### src/hw/rtl/u8sd_pkg.sv
`default_nettype none
// ----------------------------------------------------------------------------
// u8sd_pkg
// Shared types and constants of the byte-serial UTF-8 stream decoder: byte
// class masks, sequence lengths and the job record passed front to back.
// ----------------------------------------------------------------------------
package u8sd_pkg;

    localparam int unsigned CP_W   = 21;
    localparam int unsigned BYTE_W = 8;

    // byte classes
    localparam logic [7:0] CONT_MASK  = 8'hC0;
    localparam logic [7:0] CONT_CODE  = 8'h80;
    localparam logic [7:0] LEAD2_MASK = 8'hE0;
    localparam logic [7:0] LEAD2_CODE = 8'hC0;
    localparam logic [7:0] LEAD3_MASK = 8'hF0;
    localparam logic [7:0] LEAD3_CODE = 8'hE0;
    localparam logic [7:0] LEAD4_MASK = 8'hF8;
    localparam logic [7:0] LEAD4_CODE = 8'hF0;
    localparam logic [7:0] END_BYTE   = 8'h00;

    // sequence lengths
    localparam logic [2:0] SEQ_NONE = 3'd0;
    localparam logic [2:0] SEQ_2    = 3'd2;
    localparam logic [2:0] SEQ_3    = 3'd3;
    localparam logic [2:0] SEQ_4    = 3'd4;

    // one job: up to four results caused by one input byte
    // entry 0 is first_cp, entries 1 to 3 are raw bytes from tail_bytes
    typedef struct packed {
        logic [CP_W-1:0]           first_cp;
        logic [2:0][BYTE_W-1:0]    tail_bytes;
        logic [3:0]                raw;
        logic [1:0]                last_idx;
        logic                      ends;
    } t_job;

endpackage
`default_nettype wire

### src/hw/rtl/u8sd_front.sv
`default_nettype none
// ----------------------------------------------------------------------------
// u8sd_front
// Accepts text bytes, tracks the pending sequence and turns each byte into
// a job listing the results it causes.
// ----------------------------------------------------------------------------
module u8sd_front (
    input  wire logic           i_clk,
    input  wire logic           i_rst_n,
    input  wire logic           i_push,
    input  wire logic [7:0]     i_text_byte,
    input  wire logic           i_final_byte,
    input  wire logic           i_q_full,
    output logic                o_full,
    output logic                o_job_push,
    output u8sd_pkg::t_job      o_job
);

    logic [1:0] r_held_count, n_held_count;
    logic [2:0] r_seq_len, n_seq_len;
    logic [7:0] r_lead, n_lead;
    logic [7:0] r_cont0, n_cont0;
    logic [7:0] r_cont1, n_cont1;

    logic       accept;
    logic       is_cont;
    logic       hit_cont;
    logic       complete;
    logic       ends;
    logic       byte_emit;
    logic       job_valid;
    logic [2:0] fresh_len;
    logic [20:0] assembled;

    assign accept = i_push && !i_q_full;
    assign o_full = i_q_full;

    // byte classification
    always_comb begin
        is_cont  = (i_text_byte & u8sd_pkg::CONT_MASK) == u8sd_pkg::CONT_CODE;
        ends     = i_final_byte || (i_text_byte == u8sd_pkg::END_BYTE);
        hit_cont = (r_held_count != 2'd0) && is_cont;
        complete = hit_cont && (({1'b0, r_held_count} + 3'd1) >= r_seq_len);
        if ((i_text_byte & u8sd_pkg::LEAD2_MASK) == u8sd_pkg::LEAD2_CODE) begin
            fresh_len = u8sd_pkg::SEQ_2;
        end else if ((i_text_byte & u8sd_pkg::LEAD3_MASK) == u8sd_pkg::LEAD3_CODE) begin
            fresh_len = u8sd_pkg::SEQ_3;
        end else if ((i_text_byte & u8sd_pkg::LEAD4_MASK) == u8sd_pkg::LEAD4_CODE) begin
            fresh_len = u8sd_pkg::SEQ_4;
        end else begin
            fresh_len = u8sd_pkg::SEQ_NONE;
        end
    end

    // code point assembly from held bytes and the closing continuation
    always_comb begin
        unique case (r_seq_len)
            u8sd_pkg::SEQ_2: assembled = {10'd0, r_lead[4:0], i_text_byte[5:0]};
            u8sd_pkg::SEQ_3: assembled = {5'd0, r_lead[3:0], r_cont0[5:0],
                                          i_text_byte[5:0]};
            default:         assembled = {r_lead[2:0], r_cont0[5:0], r_cont1[5:0],
                                          i_text_byte[5:0]};
        endcase
    end

    // job building: held bytes first, then the current byte if it is emitted
    always_comb begin
        if (hit_cont) begin
            byte_emit = ends;
        end else begin
            byte_emit = (i_text_byte != u8sd_pkg::END_BYTE)
                     && (!i_text_byte[7] || (fresh_len == u8sd_pkg::SEQ_NONE) || ends);
        end
        job_valid = complete
                 || ((!hit_cont || ends) && ((r_held_count != 2'd0) || byte_emit));

        o_job.ends          = ends;
        o_job.tail_bytes[0] = (r_held_count == 2'd1) ? i_text_byte : r_cont0;
        o_job.tail_bytes[1] = (r_held_count == 2'd2) ? i_text_byte : r_cont1;
        o_job.tail_bytes[2] = i_text_byte;
        if (complete) begin
            o_job.first_cp = assembled;
            o_job.raw      = 4'b0000;
            o_job.last_idx = 2'd0;
        end else begin
            o_job.first_cp = (r_held_count != 2'd0) ? {13'd0, r_lead}
                                                    : {13'd0, i_text_byte};
            o_job.raw[0]   = (r_held_count > 2'd0) ? 1'b1 : i_text_byte[7];
            o_job.raw[1]   = (r_held_count > 2'd1) ? 1'b1 : i_text_byte[7];
            o_job.raw[2]   = (r_held_count > 2'd2) ? 1'b1 : i_text_byte[7];
            o_job.raw[3]   = i_text_byte[7];
            o_job.last_idx = r_held_count + {1'b0, byte_emit} - 2'd1;
        end
        o_job_push = accept && job_valid;
    end

    // next sequence state
    always_comb begin
        n_held_count = r_held_count;
        n_seq_len    = r_seq_len;
        n_lead       = r_lead;
        n_cont0      = r_cont0;
        n_cont1      = r_cont1;
        if (accept) begin
            if (complete) begin
                n_held_count = 2'd0;
                n_seq_len    = u8sd_pkg::SEQ_NONE;
            end else if (hit_cont) begin
                if (r_held_count == 2'd1) begin
                    n_cont0 = i_text_byte;
                end else begin
                    n_cont1 = i_text_byte;
                end
                n_held_count = r_held_count + 2'd1;
                if (ends) begin
                    n_held_count = 2'd0;
                    n_seq_len    = u8sd_pkg::SEQ_NONE;
                end
            end else begin
                n_held_count = 2'd0;
                n_seq_len    = u8sd_pkg::SEQ_NONE;
                if ((fresh_len != u8sd_pkg::SEQ_NONE) && !ends) begin
                    n_lead       = i_text_byte;
                    n_held_count = 2'd1;
                    n_seq_len    = fresh_len;
                end
            end
        end
    end

    // sequence control state
    always_ff @(posedge i_clk) begin
        if (!i_rst_n) begin
            r_held_count <= 2'd0;
            r_seq_len    <= u8sd_pkg::SEQ_NONE;
        end else begin
            r_held_count <= n_held_count;
            r_seq_len    <= n_seq_len;
        end
    end

    // held bytes
    always_ff @(posedge i_clk) begin
        r_lead  <= n_lead;
        r_cont0 <= n_cont0;
        r_cont1 <= n_cont1;
    end

    // pending bytes never reach the sequence length
    a_held_below_len: assert property (@(posedge i_clk) disable iff (!i_rst_n)
        (r_held_count != 2'd0) |-> ({1'b0, r_held_count} < r_seq_len))
        else $error("held byte count not below sequence length");

    // idle exactly when no length is recorded
    a_idle_len: assert property (@(posedge i_clk) disable iff (!i_rst_n)
        (r_held_count == 2'd0) == (r_seq_len == u8sd_pkg::SEQ_NONE))
        else $error("sequence length out of step with held count");

endmodule
`default_nettype wire

### src/hw/rtl/u8sd_jobq.sv
`default_nettype none
// ----------------------------------------------------------------------------
// u8sd_jobq
// Two-entry job queue between the classifying front end and the result
// sequencer.
// ----------------------------------------------------------------------------
module u8sd_jobq (
    input  wire logic           i_clk,
    input  wire logic           i_rst_n,
    input  wire logic           i_push,
    input  u8sd_pkg::t_job      i_job,
    output logic                o_full,
    output logic                o_valid,
    input  wire logic           i_pop,
    output u8sd_pkg::t_job      o_job
);

    u8sd_pkg::t_job r_slot [2];
    logic           r_wr_ptr;
    logic           r_rd_ptr;
    logic [1:0]     r_count;
    logic           do_push;
    logic           do_pop;

    assign o_full  = r_count == 2'd2;
    assign o_valid = r_count != 2'd0;
    assign o_job   = r_slot[r_rd_ptr];
    assign do_push = i_push && !o_full;
    assign do_pop  = i_pop && o_valid;

    // pointers and fill level
    always_ff @(posedge i_clk) begin
        if (!i_rst_n) begin
            r_wr_ptr <= 1'b0;
            r_rd_ptr <= 1'b0;
            r_count  <= 2'd0;
        end else begin
            if (do_push) begin
                r_wr_ptr <= !r_wr_ptr;
            end
            if (do_pop) begin
                r_rd_ptr <= !r_rd_ptr;
            end
            r_count <= r_count + {1'b0, do_push} - {1'b0, do_pop};
        end
    end

    // slot storage
    always_ff @(posedge i_clk) begin
        if (do_push) begin
            r_slot[r_wr_ptr] <= i_job;
        end
    end

    // pointers agree with fill level
    a_ptr_count: assert property (@(posedge i_clk) disable iff (!i_rst_n)
        ((r_count == 2'd0) || (r_count == 2'd2)) |-> (r_wr_ptr == r_rd_ptr))
        else $error("queue pointers disagree with fill level");

endmodule
`default_nettype wire

### src/hw/rtl/u8sd_back.sv
`default_nettype none
// ----------------------------------------------------------------------------
// u8sd_back
// Result sequencer: walks the entries of each job, one result per cycle while the
// output register is free or being popped, into an output register read through the empty/pop side.
// ----------------------------------------------------------------------------
module u8sd_back (
    input  wire logic           i_clk,
    input  wire logic           i_rst_n,
    input  wire logic           i_job_valid,
    input  u8sd_pkg::t_job      i_job,
    output logic                o_job_pop,
    input  wire logic           i_pop,
    output logic                o_empty,
    output logic [20:0]         o_code_point,
    output logic                o_raw_fallback,
    output logic                o_run_last,
    output logic                o_text_done
);

    u8sd_pkg::t_job r_job;
    logic           r_busy;
    logic [1:0]     r_idx;
    logic           r_out_valid;
    logic [20:0]    r_code_point;
    logic           r_raw_fallback;
    logic           r_run_last;
    logic           r_text_done;

    u8sd_pkg::t_job src;
    logic [1:0]     cur_idx;
    logic [1:0]     tail_idx;
    logic           out_free;
    logic           emit;
    logic           is_last;
    logic [20:0]    entry_cp;

    // entry selection: running job, else queue head
    always_comb begin
        src      = r_busy ? r_job : i_job;
        cur_idx  = r_busy ? r_idx : 2'd0;
        tail_idx = cur_idx - 2'd1;
        out_free = !r_out_valid || i_pop;
        emit     = (r_busy || i_job_valid) && out_free;
        is_last  = cur_idx == src.last_idx;
        entry_cp = (cur_idx == 2'd0) ? src.first_cp
                                     : {13'd0, src.tail_bytes[tail_idx]};
        o_job_pop = emit && !r_busy;
    end

    // sequencer and output stage control
    always_ff @(posedge i_clk) begin
        if (!i_rst_n) begin
            r_busy      <= 1'b0;
            r_out_valid <= 1'b0;
        end else begin
            if (emit) begin
                r_out_valid <= 1'b1;
                r_busy      <= !is_last;
            end else if (i_pop) begin
                r_out_valid <= 1'b0;
            end
        end
    end

    // job copy, entry index and result payload
    always_ff @(posedge i_clk) begin
        if (emit) begin
            if (!r_busy) begin
                r_job <= i_job;
            end
            r_idx          <= cur_idx + 2'd1;
            r_code_point   <= entry_cp;
            r_raw_fallback <= src.raw[cur_idx];
            r_run_last     <= is_last;
            r_text_done    <= is_last && src.ends;
        end
    end

    assign o_empty        = !r_out_valid;
    assign o_code_point   = r_code_point;
    assign o_raw_fallback = r_raw_fallback;
    assign o_run_last     = r_run_last;
    assign o_text_done    = r_text_done;

    // a running job always has an entry left
    a_busy_idx: assert property (@(posedge i_clk) disable iff (!i_rst_n)
        r_busy |-> ((r_idx != 2'd0) && (r_idx <= r_job.last_idx)))
        else $error("sequencer index outside running job");

    // end of text is only flagged on the last result of a byte
    a_done_last: assert property (@(posedge i_clk) disable iff (!i_rst_n)
        (r_out_valid && r_text_done) |-> r_run_last)
        else $error("text end flagged before last result");

endmodule
`default_nettype wire

### src/hw/rtl/utf8_stream_decoder.sv
// Data path: a byte's job is registered in the job queue, and each result in the output register.
// Throughput: one byte per cycle while each byte yields at most one result and results are
// popped without stalls; a byte that yields n results (n up to 4) holds the result sequencer
// until its last result is out, with two jobs of slack in the queue in front of it.
// Reset: synchronous, active low; clears the pending sequence, the job queue and the output stage.
`default_nettype none
// ----------------------------------------------------------------------------
// utf8_stream_decoder
// Byte-serial UTF-8 decoder: front end classifies bytes into jobs, a short
// queue decouples it from the sequencer that emits code points.
// ----------------------------------------------------------------------------
module utf8_stream_decoder (
    input  wire logic        i_clk,
    input  wire logic        i_rst_n,
    input  wire logic        push,
    output logic             full,
    input  wire logic [7:0]  i_text_byte,
    input  wire logic        i_final_byte,
    output logic             empty,
    input  wire logic        pop,
    output logic [20:0]      o_code_point,
    output logic             o_raw_fallback,
    output logic             o_run_last,
    output logic             o_text_done
);

    u8sd_pkg::t_job front_job;
    u8sd_pkg::t_job head_job;
    logic           front_push;
    logic           q_full;
    logic           q_valid;
    logic           q_pop;

    // byte classification and sequence state
    u8sd_front u_front (
        .i_clk        (i_clk),
        .i_rst_n      (i_rst_n),
        .i_push       (push),
        .i_text_byte  (i_text_byte),
        .i_final_byte (i_final_byte),
        .i_q_full     (q_full),
        .o_full       (full),
        .o_job_push   (front_push),
        .o_job        (front_job)
    );

    // job queue
    u8sd_jobq u_jobq (
        .i_clk   (i_clk),
        .i_rst_n (i_rst_n),
        .i_push  (front_push),
        .i_job   (front_job),
        .o_full  (q_full),
        .o_valid (q_valid),
        .i_pop   (q_pop),
        .o_job   (head_job)
    );

    // result sequencer and output register
    u8sd_back u_back (
        .i_clk          (i_clk),
        .i_rst_n        (i_rst_n),
        .i_job_valid    (q_valid),
        .i_job          (head_job),
        .o_job_pop      (q_pop),
        .i_pop          (pop),
        .o_empty        (empty),
        .o_code_point   (o_code_point),
        .o_raw_fallback (o_raw_fallback),
        .o_run_last     (o_run_last),
        .o_text_done    (o_text_done)
    );

endmodule
`default_nettype wire

### config.mk
export PLATFORM = sky130hd
export DESIGN_NAME = utf8_stream_decoder
export DESIGN_NICKNAME = d
export VERILOG_FILES = /design/src/hw/rtl/u8sd_pkg.sv /design/src/hw/rtl/u8sd_front.sv /design/src/hw/rtl/u8sd_jobq.sv /design/src/hw/rtl/u8sd_back.sv /design/src/hw/rtl/utf8_stream_decoder.sv
export SDC_FILE = /design/constraint.sdc
export NUM_CORES = 1
export LEC_CHECK = 0
export BUFFER_PORTS_ARGS = -buffer_cell sky130_fd_sc_hd__buf_2
export CAP_MARGIN = 20
export CORE_MARGIN = 2
export CORE_UTILIZATION = 66
export CTS_CLUSTER_SIZE = 14
export DETAILED_ROUTE_END_ITERATION = 16
export GPL_ROUTABILITY_DRIVEN = 0
export PLACE_DENSITY = 0.9
export SETUP_SLACK_MARGIN = 0.4
export SLEW_MARGIN = 20
export SYNTH_ARGS = -nofsm -noshare
export SYNTH_HDL_FRONTEND = slang
export SYNTH_SLANG_ARGS = --single-unit
### constraint.sdc
create_clock -name i_clk -period 8.95 [get_ports i_clk]
set_clock_uncertainty 0.1 [all_clocks]
set_input_delay 0.895 -clock i_clk [delete_from_list [all_inputs] [get_ports i_clk]]
set_output_delay 0.895 -clock i_clk [all_outputs]
set_load 0.05 [all_outputs]
### Yosys cells after proc, flatten, opt, wreduce, memory -nomap -nowiden

Memory sizes are Yosys's and may differ from the RTL's. A register that Yosys moved wholly into a read port is not among the register bits.
Index checks and enable logic that the tools add are counted.

| storage, ports and cells | value |
|---|---|
| memory bits (writable) | 104 |
| logic and storage cells | 127 |
| flip-flop bits (word level) | 113 |
| bits of input ports | 13 |
| memories kept | 1 |

| operators by class | value |
|---|---|
| add/subtract/negate cells | 8 |
| equality and inequality tests | 11 |
| magnitude comparators | 6 |
| reduce and logical (&&, ||, !) cells | 41 |
| multiplexer cells | 34 |
| bitwise gates (word level) | 3 |

Memories:

| name | words | bits a word | read ports | clocked after Yosys merged registers in | wr ports | line | RTL |
|---|---|---|---|---|---|---|---|
| u_jobq.r_slot | 2 | 52 | 1 | 1 | 1 | u8sd_jobq.sv:18 | `u8sd_pkg::t_job r_slot [2];` |

Operators with widths:

| cell | number |
|---|---|
| two-way mux 52 bit | 1 |
| case mux 21 bit (2 select lines) | 1 |
| two-way mux 8 bit | 5 |
| two-way mux 21 bit | 1 |
| two-way mux 3 bit | 7 |
| binary-select mux 8 bit (select 2 bit) | 1 |
| logical AND 1 bit | 12 |
| two-way mux 1 bit | 12 |
| logical NOT 1 bit | 9 |
| logical NOT 8 bit | 1 |
| logical OR 1 bit | 8 |
| two-way mux 2 bit | 4 |
| AND reduction 4 bit | 2 |
| nonzero test 8 bit | 1 |
| equality test 2 bit (second input constant) | 3 |
| equality test 3 x 2 -> 1 bit (second input constant) | 2 |
| less-than comparator 2 x 3 -> 1 bit (second input constant) | 2 |
| two-way mux 6 bit | 1 |
| nonzero test 2 bit | 3 |
| equality test 5 bit (second input constant) | 1 |
| adder 2 x 1 -> 2 bit | 2 |
| adder 2 x 1 -> 2 bit (second input constant) | 2 |
| equality test 4 bit (second input constant) | 1 |
| > comparator 2 x 1 -> 1 bit (second input constant) | 2 |
| 16 further kinds | 19 |

### Longest topological paths before layout

Gate-level depths: netlist (run 1).

| logic depth | value |
|---|---|
| word-level depth | 16 |
| mapped depth | 12 |

### By module

Synthesis (run 1) repeated with hierarchy kept, for this count alone.

| unflattened totals | value |
|---|---|
| cell total of the unflattened synthesis | 588 |
| area total of the unflattened synthesis | 9,808.2 µm² |

Modules (own cells, without submodules):

| module | times used | sequential area each (µm²) | cells an instance | area an instance (µm²) |
|---|---|---|---|---|
| u8sd_jobq | 1 | 3,223.1 | 188 | 4,241.6 |
| u8sd_back | 1 | 2,382.3 | 218 | 3,612.2 |
| u8sd_front | 1 | 820.8 | 182 | 1,954.4 |

### Least setup slack after synthesis (run 1)

Ideal clock, no wire load.

| path | value |
|---|---|
| kind | register to register |
| start | register u_back.r_busy |
| end | register u_back.r_code_point[0], in the netlist u_back.o_code_point[0], enable pin |
| clock period less this slack | 5.398 ns |
| buffers on the path | 3 |
| setup time | 0.540 ns |
| required time | 8.310 ns |
| arrival time | 4.758 ns |
| stages on the path, launching flop included | 6 |
| setup slack | 3.552 ns |
| cells stage by stage | dfxtp_1 buf_2 clkbuf_1 buf_2 nor3_1 a21oi_1 |

| between the ends | value |
|---|---|
| longest elaborated chain between the ends | 2 |

Ends and longest elaborated chain:

| what | line | RTL |
|---|---|---|
| from (decl) | u8sd_back.sv:22 | `logic r_busy;` |
| from (signal assigned) | u8sd_back.sv:59 | `r_busy <= !is_last;` |
| logical OR 1 bit | u8sd_back.sv:44 | `emit = (r_busy \|\| i_job_valid) && out_free;` |
| logical AND 1 bit | u8sd_back.sv:44 |  |
| via u_back.emit | u8sd_back.sv:34 | `logic emit;` |
| to (signal assigned) | u8sd_back.sv:73 | `r_code_point <= entry_cp;` |
| to (decl) | u8sd_back.sv:25 | `logic [20:0] r_code_point;` |

The timed path passes the listed nets, and every way through them passes these cells.
A chain may end at the register's enable or synchronous reset.

### Worst setup path after layout (run 1)

| path | value |
|---|---|
| start | register u_back.r_busy |
| end | register u_back.r_code_point[6], in the netlist u_back.o_code_point[6], data pin |

| between the ends | value |
|---|---|
| longest elaborated chain between the ends | 5 |

Ends and longest elaborated chain:

| what | line | RTL |
|---|---|---|
| two-way mux 2 bit | u8sd_back.sv:41 | `cur_idx = r_busy ? r_idx : 2'd0;` |
| subtractor 2 x 1 -> 2 bit | u8sd_back.sv:42 | `tail_idx = cur_idx - 2'd1;` |
| binary-select mux 8 bit (select 2 bit) | u8sd_back.sv:47 | `: {13'd0, src.tail_bytes[tail_idx]};` |
| two-way mux 8 bit (not written as such) | u8sd_back.sv:47 |  |
| two-way mux 8 bit * | u8sd_back.sv:46 | `entry_cp = (cur_idx == 2'd0) ? src.first_cp` |
| via u_back.entry_cp[6] | u8sd_back.sv:36 | `logic [20:0] entry_cp;` |

Mark *: on every way through the listed nets, which the timed path passes. The rest lies on a longest branch. The select of a mux whose other input is x is not followed.

==> impl_metrics.csv, run 1 <==
group,metric,value,unit
routing,vias,5445,
setup_path,endpoint_kind,"flip-flop",
setup_path,critPathSlowestCell,"ha_1",
floorplanning,io_pins,39,
routing,viasPerCell,6.41,
setup_path,reg2reg_from,"u_back.r_busy",
clock_tree,postCtsHoldBufs,0,
worst_hold_path,min_from,"u_jobq.r_wr_ptr",
sta,fin_crit,3.69,ns
sta,hold_viol,0,
logic_synthesis,synth-seq-area-share,70.7,%
worst_hold_path,hold_class,"reg2reg",
power_and_ir_drop,peakVddDrop,0.497,mV
setup_path,cp.required,9.16,ns
clock_tree,cts_tree,"built",
clock_tree,clk_latency,0.50,ns
sta,hold_slack,0.440,ns
logic_synthesis,avgSynthCellArea,14.5,um2
clock_tree,cts_buffers,21,
global_route,grtUsageTotal,26.0,%
floorplanning,core-area,13300,um2
clock_tree,post_cts_buffers,0,
floorplanning,num_rows,42,
setup_path,crit_type,"reg2reg",
logic_synthesis,synth.top_cell.area_share,68.0,%
setup_path,crit_path_start,"u_back.r_busy",
clock_tree,clock-root-buffer,"clkbuf_16",
logic_synthesis,synth-compound-area-share,6.66,%
clock_tree,clk_path_buf_depth,3,
logic_synthesis,synth_edf_count,206,
routing,ant_nets,0,
routing,routed_wl,18500,um
layout,final_layout_size_suffix_gt1_share,16.5,%
clock_tree,ctsResizeCount,0,
setup_path,path_max_fanout,109,
sta,fin_ws,5.26,ns
layout,nFillCells,727,
logic_synthesis,yosysTopAreaCell,"edfxtp_1",
floorplanning,start_util,68.1,%
logic_synthesis,ys.flop_type,"edfxtp_1",
clock_tree,htreeDepth,1,
logic_synthesis,synth-seq-cells,218,
routing,drc,0,
routing,wire_per_inst,21.8,um
routing,dr.pass1.iters,5,
setup_path,critical_path.cell_chain,"buf_4 -> nand2_1 -> ha_1 -> nand2b_1 -> o21ai_0",
power_and_ir_drop,powerDensity,346,nW/um2
clock_tree,clk_pin_slew,0.06,ns
sta,setup-tns-final,0,ns
place,hpwl,10800,um
sta,worst_pin_slew,1.03,ns
logic_synthesis,syn_nets,649,
sta,finalSetupViolCount,0,
sta,timing.fmax,0.271,GHz
floorplanning,die_w,121,um
floorplanning,die_h,121,um
sta,period_share,41.2,%
run_status,status,"finished clean",
place,post-place-ws,5.30,ns
global_route,grt_pass1_vias,5198,
global_route,antenna_found_initial,0,
sta,rsz0062_at_grt,"false",
logic_synthesis,synthMuxAreaShare,10.5,%
layout,layout.nets,684,
clock_tree,cts_sinks,218,
logic_synthesis,synth_commonest_cells,"edfxtp_1 (206), nand2_1 (70), mux2i_1 (68)",
logic_synthesis,yosysWarnings,0,
sta,slew_viol_final,0,
global_route,grt_max_degree,110,
routing,drt_iter0_markers,707,
run,drv_cap,0,
logic_synthesis,yosysMostFrequentCell,"edfxtp_1",
layout,synthToLayoutAreaGrowth,11.0,%
power_and_ir_drop,p_leak,0.00351,uW
logic_synthesis,synth_adder_area_share,1.51,%
global_route,grt_pass1_wl,28900,um
logic_synthesis,synth.area.top_cells,"edfxtp_1 (68%), mux2i_1 (7.5%), o21ai_0 (3.5%)",
logic_synthesis,synth_xor_xnor_area_share,0.385,%
logic_synthesis,synthesis.area,9090,um2
global_route,grt-ovfl-total,0,
logic_synthesis,syn_inst,625,
logic_synthesis,synthSimpleGateAreaFrac,8.21,%
floorplanning,dieArea,14700,um2
setup_path,critPathArrivalTime,3.90,ns
setup_path,critPathLaunchType,"flip-flop",
place,portBuffers,38,
sta,maxSlewHeadroom,31.3,%
setup_path,cpPeakStageDelay,0.83,ns
logic_synthesis,yosysUniqueCellTypes,44,
logic_synthesis,synth_top_family_by_area,"multiplexers",
logic_synthesis,ys_async_sr_fraction,0,%
layout,n_antenna_cell,0,
-- per-layer routing --
layer | vias up | share of wire, % | track usage [%]
li1 | 2406 | - | -
met1 | 2672 | 40 | 37.0
met2 | 333 | 49 | 41.3
met3 | 34 | 8.4 | 4.51
met4 | 0 | 2.4 | 9.20
met5 | - | 0 | 0
-- state kept, by name (all words and copies together), names as in the netlist, 3 cells and up, named ones only --
signal,cells
u_front.r_cont1,8
u_front.r_cont0,8
u_front.r_lead,8
u_back.o_code_point,21
u_front.r_seq_len,3
u_back.r_job,52
u_jobq.r_slot,104
-- per-stage QoR --
step	total power, uW	instance area, um2	utilization (%)	cells
global placement	2590	9440	70.7	813
CTS	3500	10100	75.6	850
finish	3490	10100	75.6	850
detailed placement	2650	9440	70.7	813
floorplan	2400	9090	-	625
global route	3640	10100	75.6	850
-- cell usage in the layout, fill, tap and decap left out, types with 7 or more instances in the layout --
cell       count
edfxtp_1     206
nand2_1       70
mux2i_1       68
o21ai_0       63
buf_2         38
mux2_2        24
and2_1        23
clkbuf_16     21
a21oi_1       18
inv_1         15
nor2_1        11
ha_1          11
dfxtp_1       10
nor4b_1        8
nand3_1        7
-- worst paths after layout --
kind         depth (start not counted)                     end  slack, ns
max                                  5  u_back.o_code_point[6]       5.26
max reg2reg                          5  u_back.o_code_point[6]       5.26
min                                  2         u_jobq.r_wr_ptr       0.44
min reg2reg                          2         u_jobq.r_wr_ptr       0.44
-- worst max-delay path, delay by kind of cell (launching register included) --
family	cells	cell delay (ns)
buffers and inverters	1	0.70
DFF	1	0.31
adders and majority gates	1	0.83
AOI/OAI and AO/OA	1	0.31
and+or+nand+nor	2	1.21
-- cells by family after synthesis --
family / after synthesis
xor+xnor: 4
simple gates: 149
mux: 92
flops: 218
fa+ha+maj: 11
buf+inv: 47
compound gates: 104
-- cell type report --
type / count / area, um2 / area share [%]
clock buffer: 29 / 576 / 5.70
clock inverter: 8 / 73.8 / 0.732
inverter: 15 / 56.3 / 0.558
multi-input combinational: 360 / 2500 / 24.8
sequential: 218 / 6430 / 63.7
tap: 176 / 220 / 2.18
timing repair buffer: 44 / 235 / 2.33
-- power breakdown --
part / switching [uW] / total, uW / internal, uW / leakage [uW]
combinational: 744 / 1020 / 272 / 0.00114
sequential: 99.2 / 1630 / 1530 / 0.00206
clock: 362 / 842 / 481 / 0.000315
total: 1200 / 3490 / 2280 / 0.00351
No activity file was read; power rests on OpenSTA's default activity.
==> run 2: changes to the inputs <==
Settings changed: CORE_UTILIZATION 66 to 55, PLACE_DENSITY 0.9 to 0.8.
Clock period 8.95 ns to 3.35 ns, I/O delays scaled along.
==> run 2 against run 1 <==
  * Non-clock buffer count up 6
  * Worst hold slack lost 0.37 ns
  * Maximum frequency is 29% higher
  * Clock power grew to 2.9 times the previous value
  * Final cell count up 6.2%
  * Worst setup slack got worse by 4.8 ns
  * Routed wire length decreased by 3.2%
  * Design area grew 2.1%
  * Register-to-register slack got worse by 4.8 ns
  * Sequential cell count is the same
  * Die area is 19% higher
  * Critical path type unchanged
==> impl_metrics.csv, run 2 (synthesized netlist as in run 1, its figures left out) <==
group,metric,value,unit
run_status,status,"finished clean",
floorplanning,die_h,133,um
layout,synthToLayoutAreaGrowth,13.3,%
global_route,grt_pass1_wl,28300,um
routing,drc,0,
sta,rsz0062_at_grt,"true",
global_route,grtUsageTotal,20.4,%
setup_path,critical_path.cell_chain,"inv_1 -> ha_1 -> ha_1 -> a21oi_1 -> o21ai_2 -> o41ai_2 -> o21ai_2 -> ha_1 -> xnor2_1 -> xnor2_1 -> and2_1",
sta,fin_crit,2.86,ns
layout,top_register,"u_jobq.r_slot",
setup_path,worstReg2RegEnd,"u_jobq.r_count[1]",
setup_path,path_max_fanout,6,
layout,nFillCells,1206,
setup_path,crit_path_start,"u_front.r_held_count[1]",
clock_tree,htreeDepth,1,
clock_tree,clock-root-buffer,"clkbuf_16",
routing,dr.pass1.iters,7,
layout,fin_util,63.0,%
global_route,met2_usage,33.6,%
routing,vias,5183,
sta,setup-tns-final,0,ns
floorplanning,dieArea,17600,um2
layout,final_layout_size_suffix_gt1_share,17.3,%
clock_tree,clk_latency,0.50,ns
layout,final_common_cell,"edfxtp_1",
sta,hold_viol,0,
clock_tree,cts_tree,"built",
setup_path,critPathSlowestCell,"dfxtp_1",
setup_path,cp.required,3.64,ns
clock_tree,cts_buffers,22,
setup_path,rr_worst_depth,11,
global_route,grt_pass1_vias,5151,
floorplanning,num_rows,47,
setup_path,endpoint_kind,"flip-flop",
setup_path,crit_type,"reg2reg",
sta,slew_viol_final,0,
floorplanning,start_util,55.6,%
sta,finalSetupViolCount,0,
power_and_ir_drop,peakVddDrop,0.790,mV
routing,drt_iter0_markers,584,
place,portBuffers,38,
sta,worst_pin_slew,1.06,ns
floorplanning,io_pins,39,
sta,period_share,85.4,%
clock_tree,post_cts_buffers,0,
clock_tree,cts_sinks,218,
layout,largest_reg_flops,104,
sta,maxSlewHeadroom,29.3,%
setup_path,reg2reg_from,"u_front.r_held_count[1]",
run,drv_cap,0,
setup_path,cpPeakStageDelay,0.45,ns
clock_tree,clk_pin_slew,0.06,ns
layout,final_cell_mix,"edfxtp_1 (206), nand2_1 (70), mux2i_1 (68), o21ai_0 (63), buf_2 (38)",
sta,timing.fmax,0.350,GHz
global_route,grt_util_met1,29.1,%
global_route,grt-busiest-layer,"met2",
clock_tree,clk_path_buf_depth,3,
power_and_ir_drop,powerDensity,923,nW/um2
clock_tree,postCtsHoldBufs,0,
routing,routed_wl,17900,um
global_route,antenna_found_initial,0,
layout,design_area,10300,um2
place,placed_area,9570,um2
routing,ant_nets,0,
sta,hold_slack,0.0679,ns
setup_path,critPathArrivalTime,3.15,ns
routing,viasPerCell,5.74,
worst_hold_path,hold_class,"in2reg",
power_and_ir_drop,p_leak,0.00359,uW
routing,wire_per_inst,19.8,um
layout,layout.nets,692,
global_route,grt-ovfl-total,0,
setup_path,r2r_setup_slack,0.49,ns
global_route,grt_max_degree,99,
setup_path,critPathLaunchType,"flip-flop",
layout,n_antenna_cell,0,
floorplanning,die_w,133,um
floorplanning,core-area,16300,um2
global_route,use_met3,2.80,%
setup_path,cp_common_cell,"ha_1",
place,hpwl,11500,um
setup_path,endpoint,"u_jobq.r_count[1]",
==> run 2: cell count changes in the layout (fill, tap and decap cells not counted), moves of 2 or more <==
| cell | before | now |
|---|---|---|
| buf_4 | 6 | 10 |
| clkbuf_8 | 2 | 0 |
| buf_12 | 0 | 2 |
| bufinv_16 | 1 | 3 |
| clkinv_1 | 0 | 3 |
| clkbuf_16 | 21 | 23 |
==> run 2: power by group <==
| group | switching [uW] | internal, uW | total, uW |
|---|---|---|---|
| registers | 302 | 4070 | 4370 |
| logic | 1910 | 775 | 2690 |
| clock network | 968 | 1490 | 2450 |
| total | 3180 | 6330 | 9520 |
==> run 2: metal layers <==
layer  part of all wire, %  routed length [um]
met1                    44                7890
met2                    50                8860
met3                   4.9                 873
met4                   1.5                 272
met5                     0                   0
==> run 2: worst min-delay path by stage <==
stage,endpoint,startpoint,depth (start not counted),slack (ns)
global placement,u_front.r_seq_len[2],u_front.r_seq_len[2],1,0.39
global route,u_front.r_lead[0],i_text_byte[0],1,0.05
finish,u_front.r_lead[0],i_text_byte[0],1,0.07
floorplan,u_front.r_cont1[0],i_text_byte[0],0,0.33
detailed placement,u_front.r_seq_len[2],u_front.r_seq_len[2],1,0.39
CTS,u_front.r_lead[0],i_text_byte[0],1,0.04
==> run 2: cell type report <==
class,count,area (um2),area share [%]
repair buffers,50,305,2.96
clock inverters,10,124,1.20
multi-input cells,361,2520,24.4
well taps,220,275,2.67
inverters,15,56.3,0.546
flip-flops and latches,218,6430,62.4
clock buffers,29,598,5.80
==> run 2: metrics by stage <==
| step | std cells | setup slack [ns] | power, uW |
|---|---|---|---|
| CTS | 902 | 0.397 | 9560 |
| floorplan | 625 | 0.481 | 6350 |
| global route | 903 | 0.389 | 9970 |
| global placement | 863 | 0.228 | 6970 |
| detailed placement | 863 | 0.437 | 7100 |
| finish | 903 | 0.490 | 9520 |
==> run 2: worst max-delay path: cells and delay by family (launching register included) <==
family / cells / cell delay [ns]
compound gates: 4 / 0.85
fa+ha+maj: 3 / 0.79
flops: 1 / 0.45
xor+xnor: 2 / 0.28
simple gates: 1 / 0.16
buf+inv: 1 / 0.13
==> run 2: timing repair <==
item | CTS | global route
endpoints found under the setup margin | 53 | 52
gates resized for setup | 1 | 1
pin swaps | 0 | 1
gates cloned | 0 | 1
==> run 3: changes to the inputs <==
Settings changed: CORE_UTILIZATION 55 to 50, PLACE_DENSITY 0.8 to 0.74.
==> run 3 against run 2 <==
  * Global-route usage shrank 2.5 points
  * Register-to-register slack improved by 0.07 ns
  * Worst setup slack better by 0.070 ns
  * Routed wire length down 2.4%
  * Via count fell by 1.2%
  * Sequential cell count unchanged
  * Critical path type unchanged
  * Highest routed layer unchanged
==> impl_metrics.csv, run 3 (synthesized netlist as in run 1, its figures left out) <==
group,metric,value,unit
run_status,status,"finished clean",
routing,wire_per_inst,19.1,um
setup_path,endpoint_kind,"flip-flop",
sta,finalSetupViolCount,0,
routing,vias,5121,
clock_tree,clock-root-buffer,"clkbuf_16",
setup_path,cp.required,3.44,ns
run,drv_cap,0,
clock_tree,clk_path_buf_depth,3,
setup_path,critPathBufInv,2,
setup_path,critPathArrivalTime,2.88,ns
global_route,grt_max_degree,101,
layout,n_antenna_cell,0,
floorplanning,die_h,139,um
setup_path,critical_path.cell_chain,"inv_1 -> ha_1 -> ha_1 -> nand2_1 -> o21ai_2 -> o41ai_2 -> o21ai_2 -> and2_4 -> buf_12",
layout,final_common_cell,"edfxtp_1",
floorplanning,dieArea,19300,um2
setup_path,critPathSlowestCell,"dfxtp_1",
routing,drt_iter0_markers,507,
place,portBuffers,38,
floorplanning,io_pins,39,
setup_path,path_max_fanout,33,
sta,setup-tns-final,0,ns
floorplanning,num_rows,49,
layout,synthToLayoutAreaGrowth,13.8,%
sta,fin_crit,2.79,ns
clock_tree,htreeDepth,1,
sta,timing.fmax,0.359,GHz
place,hpwl,11500,um
clock_tree,cts_tree,"built",
setup_path,cpPeakStageDelay,0.43,ns
floorplanning,core-area,17900,um2
sta,maxSlewHeadroom,37.4,%
layout,final_layout_size_suffix_gt1_share,17.9,%
sta,rsz0062_at_grt,"false",
global_route,grt-busiest-layer,"met2",
layout,layout.nets,694,
sta,worst_pin_slew,0.935,ns
global_route,grtUsageTotal,17.9,%
power_and_ir_drop,peakVddDrop,1.37,mV
sta,period_share,83.3,%
place,post-place-ws,0.330,ns
clock_tree,clk_pin_slew,0.06,ns
clock_tree,cts_sinks,218,
global_route,grt_util_met1,25.1,%
routing,viasPerCell,5.60,
floorplanning,die_w,139,um
floorplanning,start_util,50.8,%
worst_hold_path,hold_class,"in2reg",
layout,nFillCells,1380,
sta,hold_viol,0,
layout,largest_reg_flops,104,
global_route,met2_usage,29.0,%
clock_tree,cts_buffers,22,
layout,final_cell_mix,"edfxtp_1 (206), nand2_1 (70), mux2i_1 (68), o21ai_0 (63), buf_2 (38)",
routing,dr.pass1.iters,5,
clock_tree,post_cts_buffers,0,
routing,drc,0,
global_route,grt_pass1_vias,5094,
layout,top_register,"u_jobq.r_slot",
power_and_ir_drop,p_leak,0.00361,uW
sta,fin_ws,0.561,ns
global_route,use_met3,3.21,%
setup_path,crit_type,"reg2reg",
global_route,grt-ovfl-total,0,
sta,slew_viol_final,0,
setup_path,cp_top_family,"adder cells",
power_and_ir_drop,powerDensity,923,nW/um2
global_route,grt_pass1_wl,27700,um
clock_tree,clk_latency,0.50,ns
clock_tree,postCtsHoldBufs,0,
routing,routed_wl,17500,um
setup_path,critPathLaunchType,"flip-flop",
global_route,antenna_found_initial,0,
routing,ant_nets,0,
==> run 3: path summary, 6_finish.rpt <==
path	to	depth (start not counted)	start	slack [ns]
max	u_jobq.r_slot[1][4]	9	u_front.r_held_count[0]	0.56
min reg2reg	u_front.r_seq_len[1]	1	u_front.r_seq_len[1]	0.45
min	u_jobq.r_slot[1][25]	1	i_text_byte[2]	0.06
max reg2reg	u_jobq.r_slot[1][4]	9	u_front.r_held_count[0]	0.56
==> run 3: power by group <==
group	internal [uW]	switching, uW
logic	780	1910
clock network	1510	976
registers	4070	300
total	6370	3180
==> run 3: through the flow <==
| step | total power [uW] | utilization (%) | hold slack [ns] | cell area, um2 | instances |
|---|---|---|---|---|---|
| 2_1_floorplan | 6350 | - | 0.334 | 9120 | 625 |
| 3_3_place_gp | 7000 | 53.6 | 0.399 | 9590 | 874 |
| 3_5_place_dp | 7120 | 53.6 | 0.418 | 9590 | 874 |
| 4_1_cts | 9610 | 57.7 | 0.0557 | 10300 | 914 |
| 5_1_grt | 10000 | 57.8 | 0.0522 | 10400 | 915 |
| 6_report | 9550 | 57.8 | 0.0642 | 10400 | 915 |
==> run 3: layout make-up <==
class / count / area [um2] / share of cell area, %
clock buffer: 31 / 616 / 5.95
clock inverter: 9 / 121 / 1.17
inverter: 15 / 56.3 / 0.544
multi-input combinational: 361 / 2520 / 24.3
sequential: 218 / 6430 / 62.1
tap: 229 / 287 / 2.77
timing repair buffer: 52 / 324 / 3.13
==> run 3: repair_timing <==
item	4_1_cts	5_1_grt
setup endpoints to repair	33	67
cloned	0	1
pin swaps	0	1
resized for setup	1	3
==> run 3: layer usage <==
| metal | vias up | part of all wire, % |
|---|---|---|
| met1 | 2512 | 45 |
| met3 | 26 | 5.2 |
| met4 | 0 | 2.0 |
| met2 | 151 | 48 |
| met5 | - | 0 |
| li1 | 2432 | - |
